### src/hdl/spp_pkg.sv
`timescale 1ns / 1ps
// ----------------------------------------------------------------------------
// spp_pkg
// Shared types and constants for the saturating progress percentage block.
// ----------------------------------------------------------------------------
package spp_pkg;

   localparam int unsigned AMOUNT_W  = 32;
   localparam int unsigned PRODUCT_W = 40;
   localparam int unsigned DIVISOR_W = 38;
   localparam int unsigned PCT_W     = 7;
   localparam int unsigned DIGIT_W   = 4;
   localparam int unsigned RSP_W     = 24;

   // full scale, also fed through the digit shifter when progress is saturated
   localparam logic [PCT_W-1:0] PCT_FULL = 7'd100;
   localparam logic [2:0]       QUOT_MSB = 3'd6;

   typedef enum logic [2:0] {
      ST_IDLE,
      ST_SCALE_HI,
      ST_SCALE_LO,
      ST_DIVIDE,
      ST_DONE
   } state_type;

endpackage

### src/hdl/saturating_progress_percent.sv
`timescale 1ns / 1ps
// ----------------------------------------------------------------------------
// saturating_progress_percent
// Saturating progress counter with whole-percent and decimal digit output.
// ----------------------------------------------------------------------------
// Each request transfer adds its amount to the progress total, clamped at the
// limit held in the csr register; a csr write sets a new limit and clears the
// progress. Every request gives one response: the whole percentage
// total*100/limit (100 once the limit is reached, including a zero limit),
// its hundreds, tens and ones digits with blank flags for leading zeros, and
// a saturated flag. The response goes valid once the request has passed
// through the states in order: the clamped add happens in the transfer cycle
// itself, then ST_SCALE_HI and ST_SCALE_LO form total*100 by shift and add,
// a restoring divider in ST_DIVIDE produces one quotient bit per cycle and
// shifts it straight into a BCD digit register, and ST_DONE loads the response
// register. The next request is taken only after that, back in ST_IDLE. The
// response register frees the block, so the next request is taken while a
// result still waits for rsp_tready; the following result then waits in the
// block until that response transfer.
// ----------------------------------------------------------------------------
module saturating_progress_percent (
   input  logic        clock,
   input  logic        reset,
   // limit register write
   input  logic        csr_valid,
   output logic        csr_ready,
   input  logic [31:0] csr_data,     // progress_limit
   // request stream
   input  logic        req_tvalid,
   output logic        req_tready,
   input  logic [31:0] req_tdata,    // step_amount
   // response stream
   output logic        rsp_tvalid,
   input  logic        rsp_tready,
   // percent[6:0], hundreds_digit[7], tens_digit[11:8], ones_digit[15:12],
   // hundreds_blank[16], tens_blank[17], saturated[18], zero[23:19]
   output logic [23:0] rsp_tdata
);

   localparam int unsigned AW = spp_pkg::AMOUNT_W;
   localparam int unsigned PW = spp_pkg::PRODUCT_W;
   localparam int unsigned DW = spp_pkg::DIVISOR_W;
   localparam int unsigned QW = spp_pkg::PCT_W;
   localparam int unsigned GW = spp_pkg::DIGIT_W;

   spp_pkg::state_type state_ff, state_in;

   logic [AW-1:0] limit_ff, limit_in;
   logic [AW-1:0] total_ff, total_in;
   logic          sat_ff, sat_in;
   logic [PW-1:0] rem_ff, rem_in;
   logic [DW-1:0] div_ff, div_in;
   logic [2:0]    cnt_ff, cnt_in;
   logic [QW-1:0] pct_ff, pct_in;
   logic          hun_ff, hun_in;
   logic [GW-1:0] ten_ff, ten_in;
   logic [GW-1:0] one_ff, one_in;
   logic          rsp_valid_ff, rsp_valid_in;
   logic [spp_pkg::RSP_W-1:0] rsp_data_ff, rsp_data_in;

   logic [AW:0]   sum;
   logic          q_bit;
   logic [GW-1:0] ten_adj, one_adj;
   logic          req_xfer, csr_xfer;

   assign csr_ready  = (state_ff == spp_pkg::ST_IDLE);
   assign req_tready = (state_ff == spp_pkg::ST_IDLE) && !csr_valid;
   assign req_xfer   = req_tvalid && req_tready;
   assign csr_xfer   = csr_valid && csr_ready;
   assign rsp_tvalid = rsp_valid_ff;
   assign rsp_tdata  = rsp_data_ff;

   assign sum = {1'b0, total_ff} + {1'b0, req_tdata};

   // saturated results shift the constant full scale through the digit path
   assign q_bit = sat_ff ? spp_pkg::PCT_FULL[cnt_ff]
                         : (rem_ff >= {{(PW-DW){1'b0}}, div_ff});

   // double dabble correction before each shift
   assign ten_adj = (ten_ff >= 4'd5) ? ten_ff + 4'd3 : ten_ff;
   assign one_adj = (one_ff >= 4'd5) ? one_ff + 4'd3 : one_ff;

   always_ff @(posedge clock) begin
      if (reset) begin
         state_ff     <= spp_pkg::ST_IDLE;
         limit_ff     <= '0;
         total_ff     <= '0;
         rsp_valid_ff <= 1'b0;
      end else begin
         state_ff     <= state_in;
         limit_ff     <= limit_in;
         total_ff     <= total_in;
         rsp_valid_ff <= rsp_valid_in;
      end
   end

   always_ff @(posedge clock) begin
      sat_ff      <= sat_in;
      rem_ff      <= rem_in;
      div_ff      <= div_in;
      cnt_ff      <= cnt_in;
      pct_ff      <= pct_in;
      hun_ff      <= hun_in;
      ten_ff      <= ten_in;
      one_ff      <= one_in;
      rsp_data_ff <= rsp_data_in;
   end

   always_comb begin
      state_in     = state_ff;
      limit_in     = limit_ff;
      total_in     = total_ff;
      sat_in       = sat_ff;
      rem_in       = rem_ff;
      div_in       = div_ff;
      cnt_in       = cnt_ff;
      pct_in       = pct_ff;
      hun_in       = hun_ff;
      ten_in       = ten_ff;
      one_in       = one_ff;
      rsp_valid_in = rsp_valid_ff;
      rsp_data_in  = rsp_data_ff;

      if (rsp_valid_ff && rsp_tready) begin
         rsp_valid_in = 1'b0;
      end

      unique case (state_ff)
         spp_pkg::ST_IDLE: begin
            if (csr_xfer) begin
               limit_in = csr_data;
               total_in = '0;
            end else if (req_xfer) begin
               if (sum >= {1'b0, limit_ff}) begin
                  total_in = limit_ff;
                  sat_in   = 1'b1;
               end else begin
                  total_in = sum[AW-1:0];
                  sat_in   = 1'b0;
               end
               state_in = spp_pkg::ST_SCALE_HI;
            end
         end
         spp_pkg::ST_SCALE_HI: begin
            // total*96 now, total*4 next cycle
            rem_in   = {2'b00, total_ff, 6'b000000} + {3'b000, total_ff, 5'b00000};
            div_in   = {limit_ff, 6'b000000};
            cnt_in   = spp_pkg::QUOT_MSB;
            pct_in   = '0;
            hun_in   = 1'b0;
            ten_in   = '0;
            one_in   = '0;
            state_in = spp_pkg::ST_SCALE_LO;
         end
         spp_pkg::ST_SCALE_LO: begin
            rem_in   = rem_ff + {6'b000000, total_ff, 2'b00};
            state_in = spp_pkg::ST_DIVIDE;
         end
         spp_pkg::ST_DIVIDE: begin
            if (q_bit && !sat_ff) begin
               rem_in = rem_ff - {{(PW-DW){1'b0}}, div_ff};
            end
            div_in = {1'b0, div_ff[DW-1:1]};
            pct_in = {pct_ff[QW-2:0], q_bit};
            hun_in = ten_adj[GW-1];
            ten_in = {ten_adj[GW-2:0], one_adj[GW-1]};
            one_in = {one_adj[GW-2:0], q_bit};
            cnt_in = cnt_ff - 3'd1;
            if (cnt_ff == 3'd0) begin
               state_in = spp_pkg::ST_DONE;
            end
         end
         spp_pkg::ST_DONE: begin
            if (!rsp_valid_ff || rsp_tready) begin
               rsp_valid_in = 1'b1;
               rsp_data_in  = {5'b00000, sat_ff, (!hun_ff && ten_ff == 4'd0), !hun_ff,
                               one_ff, ten_ff, hun_ff, pct_ff};
               state_in     = spp_pkg::ST_IDLE;
            end
         end
         default: begin
            state_in = spp_pkg::ST_IDLE;
         end
      endcase
   end

   // progress never passes the limit
   a_total_bounded: assert property (@(posedge clock) disable iff (reset)
      total_ff <= limit_ff)
      else $error("progress total above limit");

   // a request transfer starts the scaling pass
   a_req_starts: assert property (@(posedge clock) disable iff (reset)
      req_xfer |=> state_ff == spp_pkg::ST_SCALE_HI)
      else $error("request transfer did not start scaling");

   // digits agree with the binary percentage
   a_digits_match: assert property (@(posedge clock) disable iff (reset)
      rsp_valid_ff |-> ({6'b000000, rsp_data_ff[7]} * 7'd100
                        + {3'b000, rsp_data_ff[11:8]} * 7'd10
                        + {3'b000, rsp_data_ff[15:12]}) == rsp_data_ff[6:0])
      else $error("decimal digits disagree with percent");

   // a saturated response reports full scale
   a_sat_full: assert property (@(posedge clock) disable iff (reset)
      rsp_valid_ff && rsp_data_ff[18] |-> rsp_data_ff[6:0] == spp_pkg::PCT_FULL)
      else $error("saturated response below full scale");

endmodule
### config.mk
export PLATFORM = sky130hd
export DESIGN_NAME = saturating_progress_percent
export DESIGN_NICKNAME = d
export VERILOG_FILES = /design/src/hdl/spp_pkg.sv /design/src/hdl/saturating_progress_percent.sv
export SDC_FILE = /design/constraint.sdc
export NUM_CORES = 1
export LEC_CHECK = 0
export ABC_AREA = 1
export BUFFER_PORTS_ARGS = -buffer_cell sky130_fd_sc_hd__buf_2
export CAP_MARGIN = 10
export CORE_ASPECT_RATIO = 1.25
export CORE_MARGIN = 3
export CORE_UTILIZATION = 57
export CTS_CLUSTER_DIAMETER = 150
export DETAILED_ROUTE_END_ITERATION = 6
export GPL_ROUTABILITY_DRIVEN = 0
export PLACE_DENSITY = 0.78
export SYNTH_ARGS = -nofsm -noshare
export SYNTH_HDL_FRONTEND = slang
export SYNTH_SLANG_ARGS = --single-unit
### constraint.sdc
create_clock -name clock -period 4.75 [get_ports clock]
set_input_delay 0.95 -clock clock [delete_from_list [all_inputs] [get_ports clock]]
set_output_delay 0.95 -clock clock [all_outputs]
set_load 0.05 [all_outputs]
* Yosys cells after proc, flatten, opt, wreduce, memory -nomap -nowiden
Memories as Yosys holds them, arrays and structs flattened. A register that Yosys moved wholly into a read port is not among the register bits.
Cells that the tools add are included.
** Storage, ports and cells
- Bits in registers :: 185
- Bits in read-only memories :: 8
- Memories kept :: 1
** Cells by class
- Add/sub/neg operators :: 7
- Order comparisons :: 5
- Eq/ne operators :: 9
- Muxes and demuxes :: 25
- Bitwise gates (word level) :: 1
- Reductions and logical operators :: 23
** Memories
- (name not given) :: words 8, bits a word 1, read ports 1, clocked after Yosys merged registers in 1, wr ports 0, line saturating_progress_percent.sv:76 : assign q_bit = sat_ff ? spp_pkg::PCT_FULL[cnt_ff]
** Operators with widths (number)
- 40-bit one-hot mux with 3 select lines :: 1
- 32-bit 2-to-1 mux :: 3
- 38-bit one-hot mux with 2 select lines :: 1
- 40-bit by 34-bit adder with 40-bit output :: 1
- 40-bit by 38-bit >= comparator with 1-bit output :: 1
- 40-bit 2-to-1 mux :: 1
- 40-bit by 38-bit subtractor with 40-bit output :: 1
- 38-bit by 37-bit adder with 39-bit output :: 1
- 32-bit by 32-bit adder with 33-bit output :: 1
- 33-bit by 32-bit >= comparator with 1-bit output :: 1
- 4-bit one-hot mux with 2 select lines :: 2
- 3-bit 2-to-1 mux :: 5
- 3-bit one-hot mux with 5 select lines :: 1
- 7-bit one-hot mux with 2 select lines :: 1
- 4-bit by 2-bit adder with 4-bit output (second input constant) :: 2
- 4-bit by 3-bit >= comparator with 1-bit output (second input constant) :: 2
- 4-bit 2-to-1 mux :: 2
- 2-bit != test (second input constant) :: 4
- 2-bit AND reduction :: 4
- 3-bit by 2-bit equality test with 1-bit output (second input constant) :: 2
- 1-bit logical AND :: 6
- 3-bit zero test :: 2
- 1-bit 2-to-1 mux :: 6
- 3-bit one-hot mux with 2 select lines :: 1
- 14 further kinds :: 18

* Depth between registers and ports, before layout
- Depth in word-level cells :: 6
- Depth in mapped cells :: 29
- Mapped depth without buffers :: 28

* Least setup slack after synthesis
OpenSTA, ideal clock, no wires.
- Path kind :: reg2reg
- From :: reg rem_ff[20]
- To :: reg rem_ff[10], enable pin
- Setup time :: 0.491 ns
- Arrival time :: 4.331 ns
- Data required time :: 4.259 ns
- Setup slack :: -0.072 ns
- Stages on the path, launching flop included :: 12
- Path buffers :: 0
- Cells stage by stage :: edfxtp_1 ha_1 nand2_1 nor2_1 inv_1 nor2_1 inv_1 nor2_1 nand3_1 nand4_1 nand2_1 a21boi_0
** Between the ends
- Cells in the longest elaborated chain, start to end :: 5
** RTL lines
- start: declaration :: line saturating_progress_percent.sv:51 : logic [PW-1:0] rem_ff, rem_in;
- start signal: assignment :: line saturating_progress_percent.sv:99 : rem_ff <= rem_in;
- 40-bit by 38-bit >= comparator with 1-bit output :: line saturating_progress_percent.sv:77 : : (rem_ff >= {{(PW-DW){1'b0}}, div_ff});
- 1-bit 2-to-1 mux :: line saturating_progress_percent.sv:76
- 1-bit logical AND :: line saturating_progress_percent.sv:160 : if (q_bit && !sat_ff) begin
- 2-bit != test (no line)
- 2-bit AND reduction (no line)
Every way passes these cells.
A chain may end at the register's enable or synchronous reset.

* Worst setup path after layout
- From :: reg total_ff[0]
- To :: reg total_ff[0]
** Between the ends
- Cells in the longest elaborated chain, start to end :: 5
** RTL lines
- start: declaration :: line saturating_progress_percent.sv:49 : logic [AW-1:0] total_ff, total_in;
- start signal: assignment :: line saturating_progress_percent.sv:92 : total_ff <= total_in;
- 32-bit by 32-bit adder with 33-bit output * :: line saturating_progress_percent.sv:73 : assign sum = {1'b0, total_ff} + {1'b0, req_tdata};
- 33-bit by 32-bit >= comparator with 1-bit output :: line saturating_progress_percent.sv:134 : if (sum >= {1'b0, limit_ff}) begin
- 32-bit 2-to-1 mux * :: line saturating_progress_percent.sv:134
- 32-bit 2-to-1 mux * :: line saturating_progress_percent.sv:133 : end else if (req_xfer) begin
- 32-bit 2-to-1 mux * :: line saturating_progress_percent.sv:130 : if (csr_xfer) begin
Mark *: on every way between the ends. The rest lies on a longest branch, timed or not. The select of a mux whose other input is x is not followed.

==> impl_metrics.tcl <==
set metrics [dict create \
    synth_area_leader_cell "edfxtp_1" \
    synth.cell_area_sq_um 16600 \
    max-cap-violations 0 \
    drt_iter0_markers 1659 \
    die_x_um 159 \
    tns_ns 0 \
    crit_path_start_kind "flop" \
    cts_tree "done" \
    fin_nets 2746 \
    ys_ff_latch 184 \
    path_max_fanout 33 \
    antenna_found_initial 1 \
    synth_mux_area_share_pct 0 \
    dr_total_vias 17400 \
    yosys-top-cells-area "edfxtp_1, ha_1, nand2_1" \
    drt-pass1-iter-count 6 \
    synth_top_family_by_area "simple AND/OR/NAND/NOR gates" \
    cts-root-buf "clkbuf_16" \
    num_rows 69 \
    netlist_instances 2417 \
    yosys_warnings 0 \
    cts_hold_buf 0 \
    min_period_ns 4.38 \
    end_kind "flop" \
    final_max_slew_viol_count 0 \
    core_area_sq_um 28600 \
    grtUsageTotal_pct 32.2 \
    crit_family "simple AND/OR/NAND/NOR gates" \
    power_leakage_uw 0.00845 \
    drc_errors 0 \
    crit_arrival_ns 4.69 \
    max-vdd-ir-drop_mv 0.278 \
    ff_latch_area_sq_um 4830 \
    synth_edf_count 115 \
    synthDistinctLibCells 52 \
    synth_xor_area_share_pct 2.21 \
    yosys.area_share.simple_pct 25.2 \
    synth-compound-area-share_pct 20.3 \
    viasPerCell 5.99 \
    final_cell_count_no_fill 2902 \
    final_cell_mix "nand2_1, inv_1, a21oi_1" \
    clock_skew_ns 0.0141 \
    antenna_left 0 \
    slowest_delay_ns 0.51 \
    path_clk_slew_ns 0.08 \
    final-setup-viol-count 0 \
    period_share_pct 92.2 \
    nFillCells 2584 \
    cts_setup_buffers 0 \
    synthAdderAreaFrac_pct 13.6 \
    wire_per_inst_um 17.8 \
    diodes 0 \
    crit_buf_inv 3 \
    yosysTopAreaCellShare_pct 20.8 \
    die-area_sq_um 31300 \
    cts.sinks 184 \
    grt_pass1_wl_mm 81.4 \
    cts_inserted_buffers 17 \
    rr_worst_depth 28 \
    ys_seq_area_share_pct 29.1 \
    worst-path-stages 28 \
    first_global_vias 16600 \
    htree_levels 4 \
    status "finished clean" \
    final_common_cell "nand2_1" \
    clock.fmax_ghz 0.228 \
    grt_max_degree 89 \
    clock_latency_ns 0.46 \
    worst_slew_pin_slew_ns 0.896 \
    synth_ff_type "edfxtp_1" \
    synth_area_per_cell_sq_um 6.88 \
    crit_type "reg2reg" \
    ctsResizeCount 0 \
    grt_overflow 0 \
    place_inst 2870 \
    hp-class "reg2reg" \
    hold_violations 0 \
    areaGrowthSynthToFinish_pct 9.27 \
    die_h_um 197 \
    cp_slowest_cell "dfxtp_1" \
    ctsLongestPathBuffers 2 \
    drive_above_1_share_pct 7.21 \
    slew_headroom_pct 40.3 \
    port_buffers 90 \
    crit_required_ns 5.06 \
    rsz0062_at_grt "false" \
    initial_core_util_pct 58.2 \
    p_per_area_nw_per_um2 616 \
    power_uw 11200 \
    drt_wl_total_mm 51.7 \
    synthArstFlopShare_pct 0 \
    hold_path_depth 0 \
    crit_top_cell "nand2_1" \
    multiInputGateArea_sq_um 10200 \
    detailed_place_hpwl_mm 41.3 \
    ios 96 \
]
[flip-flops by register name, summed over array words and instances (netlist names), 4 cells and up, named ones only]
| signal | cells |
|---|---|
| div_ff | 38 |
| limit_ff | 32 |
| one_ff | 4 |
| pct_ff | 6 |
| rem_ff | 40 |
| rsp_tdata | 18 |
| ten_ff | 4 |
| total_ff | 32 |
[layout make-up]
class                           count  area share (%)
Clock inverter                     13           0.792
Tap cell                          390            2.69
Inverter                          359            7.42
Multi-Input combinational cell   1825            56.4
Sequential cell                   184            26.6
Timing Repair Buffer              112            3.53
Clock buffer                       19            2.56
[synth_stat cells, types with 6 or more instances]
cell type / instances
o211ai_1: 12
a31oi_1: 20
buf_4: 8
ha_1: 174
a21oi_1: 265
nor3_1: 20
nand2_1: 473
dfxtp_1: 69
edfxtp_1: 115
o21ai_1: 23
inv_2: 7
nor2_1: 254
o21ai_0: 172
inv_1: 352
a21o_1: 9
or2_2: 16
a211oi_1: 37
o21bai_1: 19
nor4_1: 8
o21a_1: 16
nand3_1: 182
clkbuf_1: 36
or2_1: 6
nand4_1: 22
xor2_1: 28
xnor2_1: 14
[power breakdown]
group | switching [uW] | internal [uW]
Combinational | 4690 | 2180
Clock | 726 | 751
Sequential | 422 | 2420
[final timing paths]
kind,startpoint,endpoint,slack (ns)
max,total_ff[0],total_ff[0],0.37
min,pct_ff[6],rsp_tdata[6],0.42
max reg2reg,total_ff[0],total_ff[0],0.37
min reg2reg,pct_ff[6],rsp_tdata[6],0.42
[worst reg2reg max path, delay by kind of cell, from the launching register on]
kind | cells | cell delay, ns
flops | 1 | 0.51
simple gates | 16 | 1.50
xor+xnor | 1 | 0.22
buf+inv | 3 | 0.31
fa+ha+maj | 3 | 0.94
compound gates | 5 | 0.77
[metrics by stage]
stage	setup slack [ns]	instance area [sq um]	util [%]	hold slack (ns)
2_1_floorplan	0.527	16600	-	0.400
3_3_place_gp	0.132	17600	61.4	0.406
3_5_place_dp	-0.0254	17600	61.4	0.406
4_1_cts	0.425	18200	63.6	0.425
5_1_grt	0.00618	18200	63.6	0.436
6_report	0.369	18200	63.6	0.423
[per-layer routing]
metal | wire (um) | vias to the layer above | GRT usage, %
met1 | 20000 | 8050 | 38.1
met3 | 3860 | 170 | 4.04
met5 | 0 | - | 0
met2 | 25000 | 794 | 57.2
met4 | 2790 | 0 | 17.7
li1 | - | 8362 | -
[kinds of logic (layout without fill, tap and decap cells)]
family,after synthesis,count (layout)
XOR/XNOR,42,42
flip-flops,184,184
AO/OA/AOI/OAI,602,602
AND/OR/NAND/NOR,998,998
buffers and inverters,412,503
adder cells (fa/ha/maj),178,178
other,1,5
Note: power is estimated with default switching activity, not from simulation.
